===== src/rtl/core/cfps_pkg.sv =====
// Package for the cube face project/sort block: types, constants, face tables.
// No dependencies.
`default_nettype none
package cfps_pkg;
    localparam int QW = 26;   // transformed value width (Q.14)
    localparam int KW = 28;   // depth key width (sum of four)
    localparam logic [1:0] RegRowX = 2'd0;
    localparam logic [1:0] RegRowY = 2'd1;
    localparam logic [1:0] RegRowZ = 2'd2;
    localparam logic signed [17:0] ScrMax = 18'sd131071;
    localparam logic signed [17:0] ScrMin = -18'sd131072;

    typedef logic [2:0] face_t;

    // box corner of face f, slot j; corner bit0=x, bit1=y, bit2=z
    function automatic logic [2:0] face_corner(input face_t f, input logic [1:0] j);
        logic [11:0] row;
        begin
            case (f)
                3'd0: row = {3'd1, 3'd0, 3'd4, 3'd5};
                3'd1: row = {3'd7, 3'd6, 3'd2, 3'd3};
                3'd2: row = {3'd2, 3'd6, 3'd4, 3'd0};
                3'd3: row = {3'd3, 3'd2, 3'd0, 3'd1};
                3'd4: row = {3'd7, 3'd3, 3'd1, 3'd5};
                3'd5: row = {3'd6, 3'd7, 3'd5, 3'd4};
                default: row = '0;
            endcase
            face_corner = row[j*3 +: 3];
        end
    endfunction

    // request handed from front to back: one box, classified and sorted
    typedef struct packed {
        logic signed [6:0] lo_x, lo_y, lo_z, hi_x, hi_y, hi_z;
        logic [8:0] u0, u1, u2, u22, u3, u4;
        logic [7:0] v0, v1, v2;
        logic [11:0] cen_x, cen_y;
        logic [17:0] order;   // six face indices, slot 0 in low bits
    } box_req_t;
endpackage
`default_nettype wire


===== src/rtl/core/cfps_queue.sv =====
// Two-entry request queue between front and back.
// Depends on cfps_pkg.
`default_nettype none
module cfps_queue (
    input  wire logic clk,
    input  wire logic rst_n,
    input  wire logic wr_valid,
    output logic      wr_stall,
    input  wire cfps_pkg::box_req_t wr_data,
    output logic      rd_valid,
    input  wire logic rd_stall,
    output cfps_pkg::box_req_t rd_data
);
    cfps_pkg::box_req_t mem_reg [2];
    logic wp_reg, rp_reg;
    logic [1:0] cnt_reg;
    logic wr, rd;

    assign wr_stall = (cnt_reg == 2'd2);
    assign rd_valid = (cnt_reg != 2'd0);
    assign rd_data = mem_reg[rp_reg];
    assign wr = wr_valid && !wr_stall;
    assign rd = rd_valid && !rd_stall;

    always_ff @(posedge clk or negedge rst_n)
    begin
        if (!rst_n)
        begin
            wp_reg <= 1'b0;
            rp_reg <= 1'b0;
            cnt_reg <= '0;
        end
        else
        begin
            if (wr) wp_reg <= !wp_reg;
            if (rd) rp_reg <= !rp_reg;
            cnt_reg <= cnt_reg + {1'b0, wr} - {1'b0, rd};
        end
    end

    always_ff @(posedge clk)
    begin
        if (wr) mem_reg[wp_reg] <= wr_data;
    end
endmodule
`default_nettype wire


===== config.mk =====
export PLATFORM = sky130hd
export DESIGN_NAME = cfps_queue
export DESIGN_NICKNAME = d
export VERILOG_FILES = /design/src/rtl/core/cfps_pkg.sv /design/src/rtl/core/cfps_queue.sv
export SDC_FILE = /design/constraint.sdc
export NUM_CORES = 1
export LEC_CHECK = 0
export BUFFER_PORTS_ARGS = -buffer_cell sky130_fd_sc_hd__buf_2
export CORE_AREA = 10 10 147 176
export CTS_BUF_LIST = sky130_fd_sc_hd__clkbuf_8
export CTS_CLUSTER_SIZE = 10
export DETAILED_ROUTE_END_ITERATION = 6
export DIE_AREA = 0 0 157 186
export GPL_ROUTABILITY_DRIVEN = 0
export GPL_TIMING_DRIVEN = 1
export PLACE_DENSITY = 0.83
export REMOVE_ABC_BUFFERS = 1
export SYNTH_ARGS = -nofsm -noshare
export SYNTH_HDL_FRONTEND = slang
export SYNTH_SLANG_ARGS = --single-unit

===== constraint.sdc =====
create_clock -name clk -period 21.2 [get_ports clk]
set_clock_uncertainty 0.15 [all_clocks]
set_input_delay 4.24 -clock clk [delete_from_list [all_inputs] [get_ports clk]]
set_output_delay 4.24 -clock clk [all_outputs]
set_load 0.01 [all_outputs]

### After elaboration in Yosys (flattened, before gate mapping)

Memories as Yosys holds them, arrays and structs flattened.
Index checks and enable logic that the tools add are counted.
Widths: inputs -> output; s select.

| cells by class | value |
|---|---|
| add/subtract/negate cells | 2 |
| multipliers | 0 |
| div/mod/pow operators | 0 |
| $lt $le $gt $ge | 0 |
| eq/ne operators | 1 |
| shift operators | 0 |
| mux-type cells | 2 |
| bitwise operators | 0 |
| reduce and logical (&&, ||, !) cells | 7 |

Operators by type and width:

| cell | number |
|---|---|
| $logic_not 1->1 | 4 |
| $add 2x1->2 | 1 |
| $eq 2x2->1 const B | 1 |
| $logic_and 1x1->1 | 2 |
| $mux 1 | 2 |
| $reduce_bool 2->1 | 1 |
| $sub 2x1->2 | 1 |

| word-level totals | value |
|---|---|
| flip-flop bits (word level) | 4 |
| latch bits | 0 |
| memory bits (writable) | 324 |
| memory bits (read-only) | 0 |
| input bits | 166 |
| output and inout port bits | 164 |
| logic and storage cells | 16 |
| memories | 1 |

Memories:

| memory | depth | bits a word | rd ports | clocked after Yosys merged registers in | write ports | RTL line | RTL |
|---|---|---|---|---|---|---|---|
| mem_reg | 2 | 162 | 1 | 0 | 1 | cfps_queue.sv:14 | `cfps_pkg::box_req_t mem_reg [2];` |

### Longest topological paths before layout

| depth | value |
|---|---|
| depth in word-level cells | 5 |
| gate-level depth with buffers | 7 |
| depth with buffers taken out | 7 |

### Worst setup path after synthesis

OpenSTA, ideal clock, no wires.

| timing | value |
|---|---|
| path type | input-to-reg |
| start | in wr_valid |
| end | mem mem_reg[0][0] in the netlist's numbering (enable) |
| setup time | 686 ps |
| arrival time | 11056 ps |
| data required time | 20364 ps |
| setup slack | 9308 ps |
| cell stages on the path | 2 |
| buffers on the path | 0 |
| path through | nand2_1 nor2_1 |

| between the ends | value |
|---|---|
| longest elaborated chain between the ends | 3 |

Ends and longest elaborated chain:

| item | RTL line | RTL |
|---|---|---|
| start: declaration | cfps_queue.sv:7 | `input wire logic wr_valid,` |
| $logic_and 1x1->1 | cfps_queue.sv:22 | `assign wr = wr_valid && !wr_stall;` |
| $mux 1 | cfps_queue.sv:43 | `if (wr) mem_reg[wp_reg] <= wr_data;` |
| $mux 1 (not written as such) | cfps_queue.sv:43 |  |
| end: declaration | cfps_queue.sv:14 |  |

No other way between the ends.

==> results <==
- The final wirelength is 25.60 mm.
- The register with the most flip-flops in the layout has 324 of them.
- The number of cell rows is 60.
- Entering global routing, the biggest net connects 80 pins.
- The number of buffers inserted for hold repair after clock tree synthesis is 0.
- The placement-stage worst setup slack is ~15000 ps.
- The root buffer cell is clkbuf_8.
- The min-delay analysis places its worst path in the category reg -> reg.
- The initial detailed-routing violation count is around 300.
- The total instance count after detailed placement is between 1000 and 1500.
- The analysis attributes to cell leakage a power of roughly 5.8 nW.
- The count of max-cap constraint violations is 0.
- The vertical die dimension is roughly 190 microns.
- Adding up every negative setup slack in the final design gives 0 ps.
- The remaining global-route overflow is 0.
- In the synthesized netlist the async set-or-reset flop fraction comes to 0.01220.
- Ranked by total cell area, the synthesized netlist is headed by edfxtp_1 80%, mux2_4 8.6%, mux2_2 8.5%.
- The layout has 1467 filler cells.
- Setup slack closes at 13970 ps.
- The proportion of synthesized chip area in sequential cells is 0.8081.
- The power density over the cells is around 130 mW/mm^2.
- The highest net fanout along the worst path is 72.
- The die area is ~0.03 sq mm.
- The wire length of the first global-routing pass is 37.63 mm.
- The synthesized area is around 0.012 sq mm.
- The total number of yosys warnings is 0.
- In this run the number of H-tree levels came out at 2.
- The class of the most critical setup path is reg -> out.
- The via count of the first global-routing pass came to a little under 7000.
- The post-route core utilization is 0.6680.
- The number of pins with negative max-slew slack in the final report was 0.
- STA puts the critical path data required time at ~17000 ps.
- After clock tree synthesis, the setup repair step added 0 buffers.
- The headroom to the max-slew limit is 0.2439.
- The smallest clock period supported by the final layout is computed as around 7200 ps.
- The routed wirelength normalized by instance count is 21.28 microns.
- The highest clock frequency the design can meet is about 0.14 GHz.
- The main flop type after synthesis is edfxtp_1.
- STA puts the critical path data arrival time at roughly 2800 ps.
- The number of resized instances in the post-cts repair step is 0.
- The global-route total usage across every layer is 0.1680.
- The detailed-route via count is roughly 6200.
- In the post-synthesis netlist, the cell with the most instances is edfxtp_1.
- The number of enable-type register cells in the synthesized netlist is approximately 320.
- Dividing the detail-routed via count by the number of cells gives 5.168.
- The count of endpoints failing hold in the final timing report came to 0.
- In the synthesized netlist, the number of instances is 522.
- The fraction of the cycle the final worst path needs is 0.3413.
- The final layout contains between 1000 and 1500 nets.
- Detailed placement finished with a half-perimeter wire length of roughly 18 mm.
- The category of the worst setup path capture point is an output pin.
- In the synthesized netlist, the cells that appear most often are 324 x edfxtp_1, 92 x mux2_2, 70 x mux2_4.
- Setup repair after global routing left no endpoint under its margin.
- The number of standard cells in the final layout excluding fillers is 1203.
- The clock passes through at most 3 buffers.
- The floorplan core area is between 0.02 and 0.025 sq mm.
- The area added between synthesis and finish is 22.45%.
- The initial core utilization is 0.5455.
- Of the cells placed in the final design, the portion with a size suffix greater than 1 is 0.6033.
- The number of buffers added by the clock tree synthesis step is 48.
- The later-pin clock latency in the skew report is approximately 540 ps.
- For the pin with the worst max-slew slack, the measured transition is between 1000 and 1500 ps.
- The number of buffers inserted by port buffering is around 330.
- The die width is about 160 microns.
- The biggest area consumer among synthesized cells is edfxtp_1.
- Synthesis inferred 328 register bits.
- The clock-pin slew on the worst setup and hold paths is around 60 ps.
- For this design the top-level I/O count stands at 330.
- The initial antenna violation count is 7.
- TritonCTS built the clock tree.
- The startpoint type of the worst setup path is a register.
- In this run, distinct cell masters in the synthesized netlist total 16.
- The remaining design rule violation count is 0.
- The average size of a mapped cell is ~23 sq um.
- The flow ran to the end, and the final reports show no timing, DRC or antenna violations.
- For this run, the detailed router's first-pass iteration total came to 4.
- Setup violations remaining at the end of the flow were counted as 0.
- The portion of synthesized cell area occupied by the leading cell type is 0.7999.
- The tree built by TritonCTS fans out to about 330 sinks.
- Across the VDD grid, the largest voltage drop is roughly 98 uV.
- The post-detailed-route count of antenna-violating nets is 0.
==> final timing paths <==
| kind | from | endpoint | slack, ps | cells after the start |
|---|---|---|---|---|
| worst min-delay path | cnt_reg[0]$_DFF_PN0_ | cnt_reg[0]$_DFF_PN0_ | 370 | 1 |
| worst max register to register | cnt_reg[1]$_DFF_PN0_ | mem_reg[1][134]$_DFFE_PP_ | 18730 | 3 |
| worst min register to register | cnt_reg[0]$_DFF_PN0_ | cnt_reg[0]$_DFF_PN0_ | 370 | 1 |
| worst max-delay path | rp_reg$_DFFE_PN0P_ | rd_data[54] | 13970 | 3 |
| min in group asynchronous | rst_n | wp_reg$_DFFE_PN0N_ | 3340 | 1 |
| max in group asynchronous | rst_n | rp_reg$_DFFE_PN0P_ | 17420 | 1 |
==> critical path, cell delays in order (launching register included) <==
cell and delay (ps):
dfrtp_4 740, buf_4 890, mux2_2 430, buf_2 140
==> layer usage <==
layer | up-vias | share of wire | track usage
met4 | 6 | 0.033 | 0.07221
li1 | 2830 | - | -
met2 | 266 | 0.53 | 0.3001
met3 | 58 | 0.088 | 0.06420
met1 | 3057 | 0.35 | 0.1711
met5 | - | 0.0013 | 0
==> area by class of cell <==
class	count	area (sq um)	share of cell area
diodes	4	10.01	0.0006721
multi-input cells	174	2192	0.1472
well taps	279	349.1	0.02344
repair buffers	335	1692	0.1136
inverters	2	7.507	0.0005041
clock buffers	49	674.4	0.04528
clock inverters	32	135.1	0.009073
flip-flops and latches	328	9833	0.6603
==> per-stage QoR <==
step	area, sq um	hold WS, ps	total power [mW]
finish	14890	373.2	2.004
global placement	14070	341.8	1.584
global route	14890	393.4	2.108
floorplan	12020	310.8	1.432
detailed placement	14070	356.8	1.601
CTS	14880	379.2	2.034
==> report_power, final <==
group,switching (mW),internal [mW]
clock network,0.216,0.213
registers,0.0466,0.890
logic,0.337,0.302
total,0.600,1.40
==> cells by family (layout without fill, tap and decap cells) <==
| logic type | count (synthesis) | count (layout) | synth area share |
|---|---|---|---|
| multiplexers | 162 | 162 | 0.1716 |
| buffers and inverters | 20 | 418 | 0.01265 |
| flip-flops | 328 | 328 | 0.8081 |
| other | 0 | 4 | 0 |
| adder cells (fa/ha/maj) | 2 | 2 | 0.002057 |
| AND/OR/NAND/NOR | 6 | 6 | 0.002675 |
| XOR/XNOR | 4 | 4 | 0.002881 |
==> layout by cell type, fill, tap and decap left out <==
cell,instances
dfrtp_1,3
nor2_4,1
clkinv_2,2
nand2b_1,1
clkinv_1,9
edfxtp_1,324
inv_1,20
buf_2,329
mux2_4,70
ha_1,2
xor2_1,1
and3_4,1
nor2b_1,1
clkinv_4,1
mux2_2,92
xnor2_1,3
buf_4,6
diode_2,4
nand2_1,1
or2_2,1
clkinvlp_4,2
clkbuf_8,49
dfrtp_4,1
Note: power is estimated with default switching activity, not from simulation.
