==> src/rtl/core/cfps_pkg.sv <==
// Package for the cube face project/sort block: types, constants, face tables.
// No dependencies.
`default_nettype none
package cfps_pkg;
    localparam int QW = 26;   // transformed value width (Q.14)
    localparam int KW = 28;   // depth key width (sum of four)
    localparam logic [1:0] RegRowX = 2'd0;
    localparam logic [1:0] RegRowY = 2'd1;
    localparam logic [1:0] RegRowZ = 2'd2;
    localparam logic signed [17:0] ScrMax = 18'sd131071;
    localparam logic signed [17:0] ScrMin = -18'sd131072;

    typedef logic [2:0] face_t;

    // box corner of face f, slot j; corner bit0=x, bit1=y, bit2=z
    function automatic logic [2:0] face_corner(input face_t f, input logic [1:0] j);
        logic [11:0] row;
        begin
            case (f)
                3'd0: row = {3'd1, 3'd0, 3'd4, 3'd5};
                3'd1: row = {3'd7, 3'd6, 3'd2, 3'd3};
                3'd2: row = {3'd2, 3'd6, 3'd4, 3'd0};
                3'd3: row = {3'd3, 3'd2, 3'd0, 3'd1};
                3'd4: row = {3'd7, 3'd3, 3'd1, 3'd5};
                3'd5: row = {3'd6, 3'd7, 3'd5, 3'd4};
                default: row = '0;
            endcase
            face_corner = row[j*3 +: 3];
        end
    endfunction

    // request handed from front to back: one box, classified and sorted
    typedef struct packed {
        logic signed [6:0] lo_x, lo_y, lo_z, hi_x, hi_y, hi_z;
        logic [8:0] u0, u1, u2, u22, u3, u4;
        logic [7:0] v0, v1, v2;
        logic [11:0] cen_x, cen_y;
        logic [17:0] order;   // six face indices, slot 0 in low bits
    } box_req_t;
endpackage
`default_nettype wire

==> src/rtl/core/cfps_back.sv <==
// Back part: walks 24 vertices of a sorted box, one per cycle while out_stall is
// low, through a two-stage pipe (multiply, then round/saturate into the output register).
// Depends on cfps_pkg.
`default_nettype none
module cfps_back (
    input  wire logic clk,
    input  wire logic rst_n,
    input  wire logic [63:0] row_x,
    input  wire logic [63:0] row_y,
    input  wire logic req_valid,
    output logic      req_stall,
    input  wire cfps_pkg::box_req_t req,
    output logic      out_valid,
    input  wire logic out_stall,
    output logic signed [17:0] screen_x,
    output logic signed [17:0] screen_y,
    output logic [8:0] tex_u,
    output logic [7:0] tex_v,
    output logic [2:0] face_index,
    output logic [1:0] corner,
    output logic       last
);
    typedef struct packed {
        logic signed [cfps_pkg::QW-1:0] qx, qy;
        logic [11:0] cx, cy;
        logic [8:0] u;
        logic [7:0] v;
        logic [2:0] f;
        logic [1:0] j;
        logic l;
    } mid_t;

    logic [4:0] vtx_reg;
    logic s1_v_reg, s2_v_reg;
    mid_t s1_reg;
    logic adv2, adv1, take;
    logic [2:0] slot, f, c;
    logic [1:0] j;
    logic signed [6:0] x, y, z;
    logic [8:0] umin, umax;
    logic [7:0] vmin, vmax;
    logic signed [cfps_pkg::QW+1:0] sx, sy, rx, ry;
    logic signed [cfps_pkg::QW-1:0] ny;

    assign adv2 = !s2_v_reg || !out_stall;
    assign adv1 = !s1_v_reg || adv2;
    assign take = req_valid && adv1;
    assign req_stall = !(take && vtx_reg == 5'd23);
    assign out_valid = s2_v_reg;

    assign slot = vtx_reg[4:2];
    assign j = vtx_reg[1:0];
    assign f = req.order[slot*3 +: 3];
    assign c = cfps_pkg::face_corner(f, j);
    assign x = c[0] ? req.hi_x : req.lo_x;
    assign y = c[1] ? req.hi_y : req.lo_y;
    assign z = c[2] ? req.hi_z : req.lo_z;

    always_comb
    begin
        case (f)
            3'd0: begin umin = req.u1; vmin = req.v0; umax = req.u2;  vmax = req.v1; end
            3'd1: begin umin = req.u2; vmin = req.v1; umax = req.u22; vmax = req.v0; end
            3'd2: begin umin = req.u0; vmin = req.v1; umax = req.u1;  vmax = req.v2; end
            3'd3: begin umin = req.u1; vmin = req.v1; umax = req.u2;  vmax = req.v2; end
            3'd4: begin umin = req.u2; vmin = req.v1; umax = req.u3;  vmax = req.v2; end
            3'd5: begin umin = req.u3; vmin = req.v1; umax = req.u4;  vmax = req.v2; end
            default: begin umin = '0; vmin = '0; umax = '0; vmax = '0; end
        endcase
    end

    // floor((q+32)/64) + 16*center, saturated; q is negated for y
    assign ny = -s1_reg.qy;
    assign rx = ((cfps_pkg::QW+2)'(s1_reg.qx) + (cfps_pkg::QW+2)'(32)) >>> 6;
    assign ry = ((cfps_pkg::QW+2)'(ny) + (cfps_pkg::QW+2)'(32)) >>> 6;
    assign sx = rx + $signed({12'd0, s1_reg.cx, 4'd0});
    assign sy = ry + $signed({12'd0, s1_reg.cy, 4'd0});

    always_ff @(posedge clk or negedge rst_n)
    begin
        if (!rst_n)
        begin
            vtx_reg <= '0;
            s1_v_reg <= 1'b0;
            s2_v_reg <= 1'b0;
        end
        else
        begin
            if (take) vtx_reg <= (vtx_reg == 5'd23) ? 5'd0 : vtx_reg + 5'd1;
            if (adv1) s1_v_reg <= req_valid;
            if (adv2) s2_v_reg <= s1_v_reg;
        end
    end

    always_ff @(posedge clk)
    begin
        if (take)
        begin
            s1_reg.qx <= cfps_pkg::QW'($signed(row_x[15:0]) * x)
                       + cfps_pkg::QW'($signed(row_x[31:16]) * y)
                       + cfps_pkg::QW'($signed(row_x[47:32]) * z)
                       + cfps_pkg::QW'($signed(row_x[63:48]));
            s1_reg.qy <= cfps_pkg::QW'($signed(row_y[15:0]) * x)
                       + cfps_pkg::QW'($signed(row_y[31:16]) * y)
                       + cfps_pkg::QW'($signed(row_y[47:32]) * z)
                       + cfps_pkg::QW'($signed(row_y[63:48]));
            s1_reg.cx <= req.cen_x;
            s1_reg.cy <= req.cen_y;
            s1_reg.u <= (j == 2'd1 || j == 2'd2) ? umax : umin;
            s1_reg.v <= j[1] ? vmax : vmin;
            s1_reg.f <= f;
            s1_reg.j <= j;
            s1_reg.l <= (vtx_reg == 5'd23);
        end
        if (adv2 && s1_v_reg)
        begin
            screen_x <= (sx > (cfps_pkg::QW+2)'(cfps_pkg::ScrMax)) ? cfps_pkg::ScrMax :
                        (sx < (cfps_pkg::QW+2)'(cfps_pkg::ScrMin)) ? cfps_pkg::ScrMin :
                        sx[17:0];
            screen_y <= (sy > (cfps_pkg::QW+2)'(cfps_pkg::ScrMax)) ? cfps_pkg::ScrMax :
                        (sy < (cfps_pkg::QW+2)'(cfps_pkg::ScrMin)) ? cfps_pkg::ScrMin :
                        sy[17:0];
            tex_u <= s1_reg.u;
            tex_v <= s1_reg.v;
            face_index <= s1_reg.f;
            corner <= s1_reg.j;
            last <= s1_reg.l;
        end
    end
endmodule
`default_nettype wire

==> config.mk <==
export PLATFORM = sky130hd
export DESIGN_NAME = cfps_back
export DESIGN_NICKNAME = d
export VERILOG_FILES = /design/src/rtl/core/cfps_pkg.sv /design/src/rtl/core/cfps_back.sv
export SDC_FILE = /design/constraint.sdc
export NUM_CORES = 2
export LEC_CHECK = 0
export ABC_AREA = 0
export BUFFER_PORTS_ARGS = -buffer_cell sky130_fd_sc_hd__buf_4
export CORE_AREA = 5 5 245 247
export CTS_CLUSTER_DIAMETER = 40
export DETAILED_ROUTE_END_ITERATION = 7
export DIE_AREA = 0 0 250 252
export GPL_ROUTABILITY_DRIVEN = 0
export PLACE_DENSITY = 0.81
export SLEW_MARGIN = 15
export SYNTH_ARGS = -nofsm -noshare
export SYNTH_HDL_FRONTEND = slang
export SYNTH_SLANG_ARGS = --single-unit
==> constraint.sdc <==
create_clock -name clk -period 25.4 [get_ports clk]
set_clock_uncertainty 0.15 [all_clocks]
set_input_delay 5.08 -clock clk [delete_from_list [all_inputs] [get_ports clk]]
set_output_delay 5.08 -clock clk [all_outputs]
set_load 0.03 [all_outputs]
# After elaboration in Yosys (flattened, before gate mapping)
# Cells that the tools add are included.
# op_classes
addsub,12
n_mul,8
order_cmp,4
eq_ne,8
n_shift,2
muxes,13
reduce_logical,15
# ops
op,n
multiplier 16 x 7 -> 23 bit,6
one-hot mux 12 bit (6 select lines),1
adder 26 x 7 -> 27 bit (second input constant),2
adder 25 x 16 -> 26 bit,2
adder 24 x 23 -> 25 bit,2
adder 23 x 23 -> 24 bit,2
one-hot mux 9 bit (5 select lines),1
adder 21 x 17 -> 22 bit,2
greater-than comparator 22 x 18 -> 1 bit (second input constant),2
less-than comparator 22 x 18 -> 1 bit (second input constant),2
two-way mux 18 bit,2
one-hot mux 9 bit (4 select lines),1
negator 26 bit,1
one-hot mux 8 bit (3 select lines),1
two-way mux 7 bit,3
variable part select 18 x 6 -> 3 bit,1
one-hot mux 8 bit (2 select lines),1
variable part select 12 x 5 -> 3 bit,1
two-way mux 9 bit,1
two-way mux 8 bit,1
equality test 3 x 2 -> 1 bit (second input constant),2
equality test 3 bit (second input constant),2
adder 5 x 1 -> 5 bit (second input constant),1
equality test 5 bit (second input constant),1
other kinds (13),21
# word_totals
regBits,165
input_bits,294
out_inout_bits,61
wordCells,81

# Logic depth before layout (Yosys ltp)
# logic_depth
ltp_word,10
ltp_mapped,35
ltp_nobuf,34

# Worst setup path before layout
# Ideal clock, no wire load.
# synth_path
kind,input port to flip-flop
start,input req[11] in the netlist's numbering
end,register s1_reg[71] in the netlist's numbering (data pin)
setup_ns,0.262
arrival_ns,13.049
t_required_ns,24.988
path_slack_ns,11.940
path_stages,30
path_buffers,1
path_cell_list,mux4_2 > a21oi_2 > inv_2 > nor2_4 > a21oi_1 > o311ai_4 > mux2i_1 > clkbuf_1 > nor2b_1 > fa_1 > inv_1 > fa_1 > inv_1 > fa_1 > fa_1 > fa_1 > fa_1 > inv_1 > fa_1 > inv_1 > ha_1 > o21a_1 > o21ai_0 > o31ai_1 > o41a_1 > a211o_1 > a21oi_1 > o21ai_0 > a211oi_1 > xnor2_1
# synth_via
elab_chain_len,9
elab_cells_between_ends,18
classes_between,add/sub (3); mul (3); eq/ne (5); shift (2); mux (4); reduce/logical (1)
# synth_rtl
element,line,rtl
"start, declared",cfps_back.sv:12,"input wire cfps_pkg::box_req_t req,"
variable part select 18 x 6 -> 3 bit *,cfps_back.sv:53,assign f = req.order[slot*3 +: 3];
"equality test 3 bit, or another cell as far along",cfps_pkg.sv:19,case (f)
one-hot mux 12 bit (6 select lines) *,cfps_pkg.sv:19,
variable part select 12 x 5 -> 3 bit *,cfps_pkg.sv:28,face_corner = row[j*3 +: 3];
"two-way mux 7 bit, on equally long branches","cfps_back.sv:55, cfps_back.sv:56",
"multiplier 16 x 7 -> 23 bit, on equally long branches","cfps_back.sv:103, cfps_back.sv:104",
adder 23 x 23 -> 24 bit,cfps_back.sv:104,+ cfps_pkg::QW'($signed(row_y[31:16]) * y)
adder 24 x 23 -> 25 bit *,cfps_back.sv:105,+ cfps_pkg::QW'($signed(row_y[47:32]) * z)
adder 25 x 16 -> 26 bit *,cfps_back.sv:106,+ cfps_pkg::QW'($signed(row_y[63:48]));
"end, declared",cfps_back.sv:35,mid_t s1_reg;
# Mark *: on every way between the ends. The rest lies on a longest branch, timed or not.
# A chain may end at the register's enable or synchronous reset.

# Worst setup path in the final report
# Same ends and word-level chain as after synthesis.

==> metrics list <==
- Synthesis instantiated 75 different standard cells from the library.
- In this design, the stage delay of the slowest critical-path cell is 970 ps.
- By count the netlist is led by 830 x sky130_fd_sc_hd__inv_1, 746 x sky130_fd_sc_hd__fa_1, 389 x sky130_fd_sc_hd__nor2b_1.
* Register area share after synthesis: 13.9%
* Routed wire length: 85700 µm
- Clock Tree Buf Depth: 2
- Overall die area: 63000 µm²
* Slew at the pin with the worst max-slew slack: 1210 ps
- Main area contributors after synthesis: sky130_fd_sc_hd__fa_1 44%, sky130_fd_sc_hd__edfxtp_1 13%, sky130_fd_sc_hd__inv_1 9.1%, sky130_fd_sc_hd__nor2b_1 7.1%, sky130_fd_sc_hd__ha_1 6.8%
* RSZ-0062 raised after global routing: false
* Drt wl/cell: 19.1 µm
- Vias per inst: 5.43
- In this run, the number of DRC markers left after iteration 0 of detailed routing was 1437.
- The via count of the first global-routing pass is 26600.
- The number of antenna violations at the first check in global routing is 7.
* Fraction of final layout cells sized beyond drive strength 1: 13.6%
* Most used standard cell by instance count after synthesis: sky130_fd_sc_hd__inv_1
* Critical path's most frequent cell: sky130_fd_sc_hd__fa_1
- The routed layout has 24400 vias.
* # setup viols final: 0
- Flip-flop and latch count after synthesis: 160
- Run status: completed
- Final hold violations: 0
* Aggregate global routing overflow: 0
* Area fraction of the dominant cell type after synthesis: 43.7%
* Post-route DRC: 0
- In the final timing run, aggregate negative setup slack is 0 ps.
- Layout Cells excl Fill: 4497
* Final period utilization: 61.5%
* Post-Syn Area per Cell: 10.0 µm²
- Post-layout nets: 4942
- Post-Layout Inst Area: 38500 µm²
- Sort of element at the end of the critical path: flop
- The filler cells instantiated in the layout total 4445.
- Crit Path Class: in2reg
- Clock-pin slew reported for the worst setup and hold paths after clock tree synthesis: 70 ps
* Inserted Clock Buffers: 17
- At the worst endpoint, the required time is 25460 ps.
- Clock latency on the worst-skew pair: 470 ps
- In the global route stage, overall resource usage came out at 28.1%.
* CTS sink cnt: 160
* Number of rows in the core area: 88
* Number of warnings printed during yosys synthesis: 0
- Entering global routing, the biggest net connects 55 pins.
* Number of enable flip-flop cells after synthesis: 153
- 355 I/O pins were placed.
- For this run, asynchronously set or reset flops after synthesis account for 4.38%.
- Detailed-placement wirelength estimate: 71900 µm
- Hold Crit Class: reg2reg
* Worst Setup Start Kind: primary input
- Area after detailed placement: 37800 µm²
* Crit Path Max Fanout: 32
* Total standard cell area after synthesis: 34200 µm²
* H-tree levels: 4
- Once placement completed, the tool counted placed cells totaling 4462.
- The floorplan step set the die width to 250 µm.
- When the netlist entered floorplanning its net count stood at 4636.
* Antenna-violating nets left: 0
* Hold buffer count at CTS: 0
- Largest register FFs: 94
- Static timing analysis puts the maximum clock frequency at 64.1 MHz.
* Post-CTS setup buffers: 0
- The first detailed-routing pass took 5 iterations.
- Buffers placed on the I/O ports in this run total 354.
- For this run, the leading register cell type out of synthesis is sky130_fd_sc_hd__edfxtp_1.
- Post-route worst hold slack: 270 ps
* Height of the die: 252 µm
- TritonCTS built the clock tree.
- Standard cell core area: 57400 µm²
- Synthesis handed over a netlist of 3411 instances.
- CP max-delay cell: sky130_fd_sc_hd__o311ai_4
* Library cell used as clock root buffer: sky130_fd_sc_hd__clkbuf_16
* Data arrival time of the critical path: 15670 ps
- The initial utilization of the core area, before any placement, comes to 59.6%.
* Wire length of the first global-routing pass: 139000 µm
- For the finished layout, the period the worst path requires is 15610 ps.
* Number of maximum-capacitance violations: 0
* Resized cells post-CTS: 0
- Fin. max-slew vios: 0
- Library cell occupying the most area in the post-synthesis netlist: sky130_fd_sc_hd__fa_1
- Headroom to the max-slew limit: 17.3%
- Area overhead of the layout relative to synthesis: 12.5%
cells by family after synthesis:
group,count (synthesis),synth area share [%]
AND/OR/NAND/NOR,933,14.9
adder cells (fa/ha/maj),931,50.4
buffers and inverters,917,10.1
AO/OA/AOI/OAI,303,6.01
flip-flops,160,13.9
XOR/XNOR,115,2.94
multiplexers,52,1.68
cell type report:
cell class / instances / area, µm² / area share [%]
repair buffers: 372 / 2810 / 7.31
inverters: 832 / 3130 / 8.12
flip-flops and latches: 160 / 4770 / 12.4
clock buffers: 18 / 429 / 1.12
multi-input cells: 2334 / 26200 / 68.1
clock inverters: 12 / 160 / 0.416
well taps: 765 / 957 / 2.49
diodes: 4 / 10.0 / 0.0260
stage by stage:
stage               worst slack [ps]  util [%]
finish                          9790      67.1
CTS                             9870      67.0
detailed placement              9400      66.0
floorplan                      11940         -
global route                    9270      67.1
global placement                9750      66.0
routing by layer:
| metal | global-route usage [%] | vias to the layer above | wire length (µm) | share of wire (%) |
|---|---|---|---|---|
| li1 | - | 10900 | - | - |
| met1 | 36.3 | 12400 | 33600 | 39 |
| met2 | 47.7 | 908 | 42400 | 50 |
| met3 | 6.09 | 146 | 6450 | 7.5 |
| met4 | 9.87 | 6 | 3150 | 3.7 |
| met5 | 0 | - | 38 | 0.044 |
path summary, 6_finish.rpt:
check                                start    endpoint  slack [ps]  cells after the start
min in group asynchronous            rst_n  vtx_reg[2]        4270                      1
max in group asynchronous            rst_n  vtx_reg[4]       20720                      1
worst max-delay path               req[11]  s1_reg[71]        9790                     29
worst max register to register  vtx_reg[2]  s1_reg[71]       13710                     28
worst min register to register   s1_reg[1]   corner[0]         270                      0
worst min-delay path             s1_reg[1]   corner[0]         270                      0
cell usage in the layout (no fill, tap or decap), types with 19 or more instances in the layout:
cell                         n
sky130_fd_sc_hd__nor3_1     25
sky130_fd_sc_hd__mux2i_1    19
sky130_fd_sc_hd__nand2_1   174
sky130_fd_sc_hd__or2_2      47
sky130_fd_sc_hd__nor2b_1   389
sky130_fd_sc_hd__edfxtp_1  153
sky130_fd_sc_hd__o21ai_0    60
sky130_fd_sc_hd__inv_1     829
sky130_fd_sc_hd__and2_1     40
sky130_fd_sc_hd__nand2b_1   46
sky130_fd_sc_hd__nor2_1    131
sky130_fd_sc_hd__xor2_1     41
sky130_fd_sc_hd__a211oi_1   23
sky130_fd_sc_hd__a21oi_1    70
sky130_fd_sc_hd__xnor2_1    74
sky130_fd_sc_hd__buf_4     371
sky130_fd_sc_hd__fa_1      746
sky130_fd_sc_hd__a21o_1     24
sky130_fd_sc_hd__ha_1      185
sky130_fd_sc_hd__o21a_1     20
sky130_fd_sc_hd__nand3_1    27
critical path: cells and delay by family:
family	cells	cell delay (ps)
XOR/XNOR	1	110
AND/OR/NAND/NOR	2	560
buffers and inverters	5	700
AO/OA/AOI/OAI	11	4030
adder cells (fa/ha/maj)	8	3820
multiplexers	2	1340
Power is left out: the tool's default activity adds up to more than one toggle a clock period on the data nets, which glitch-free logic cannot reach.
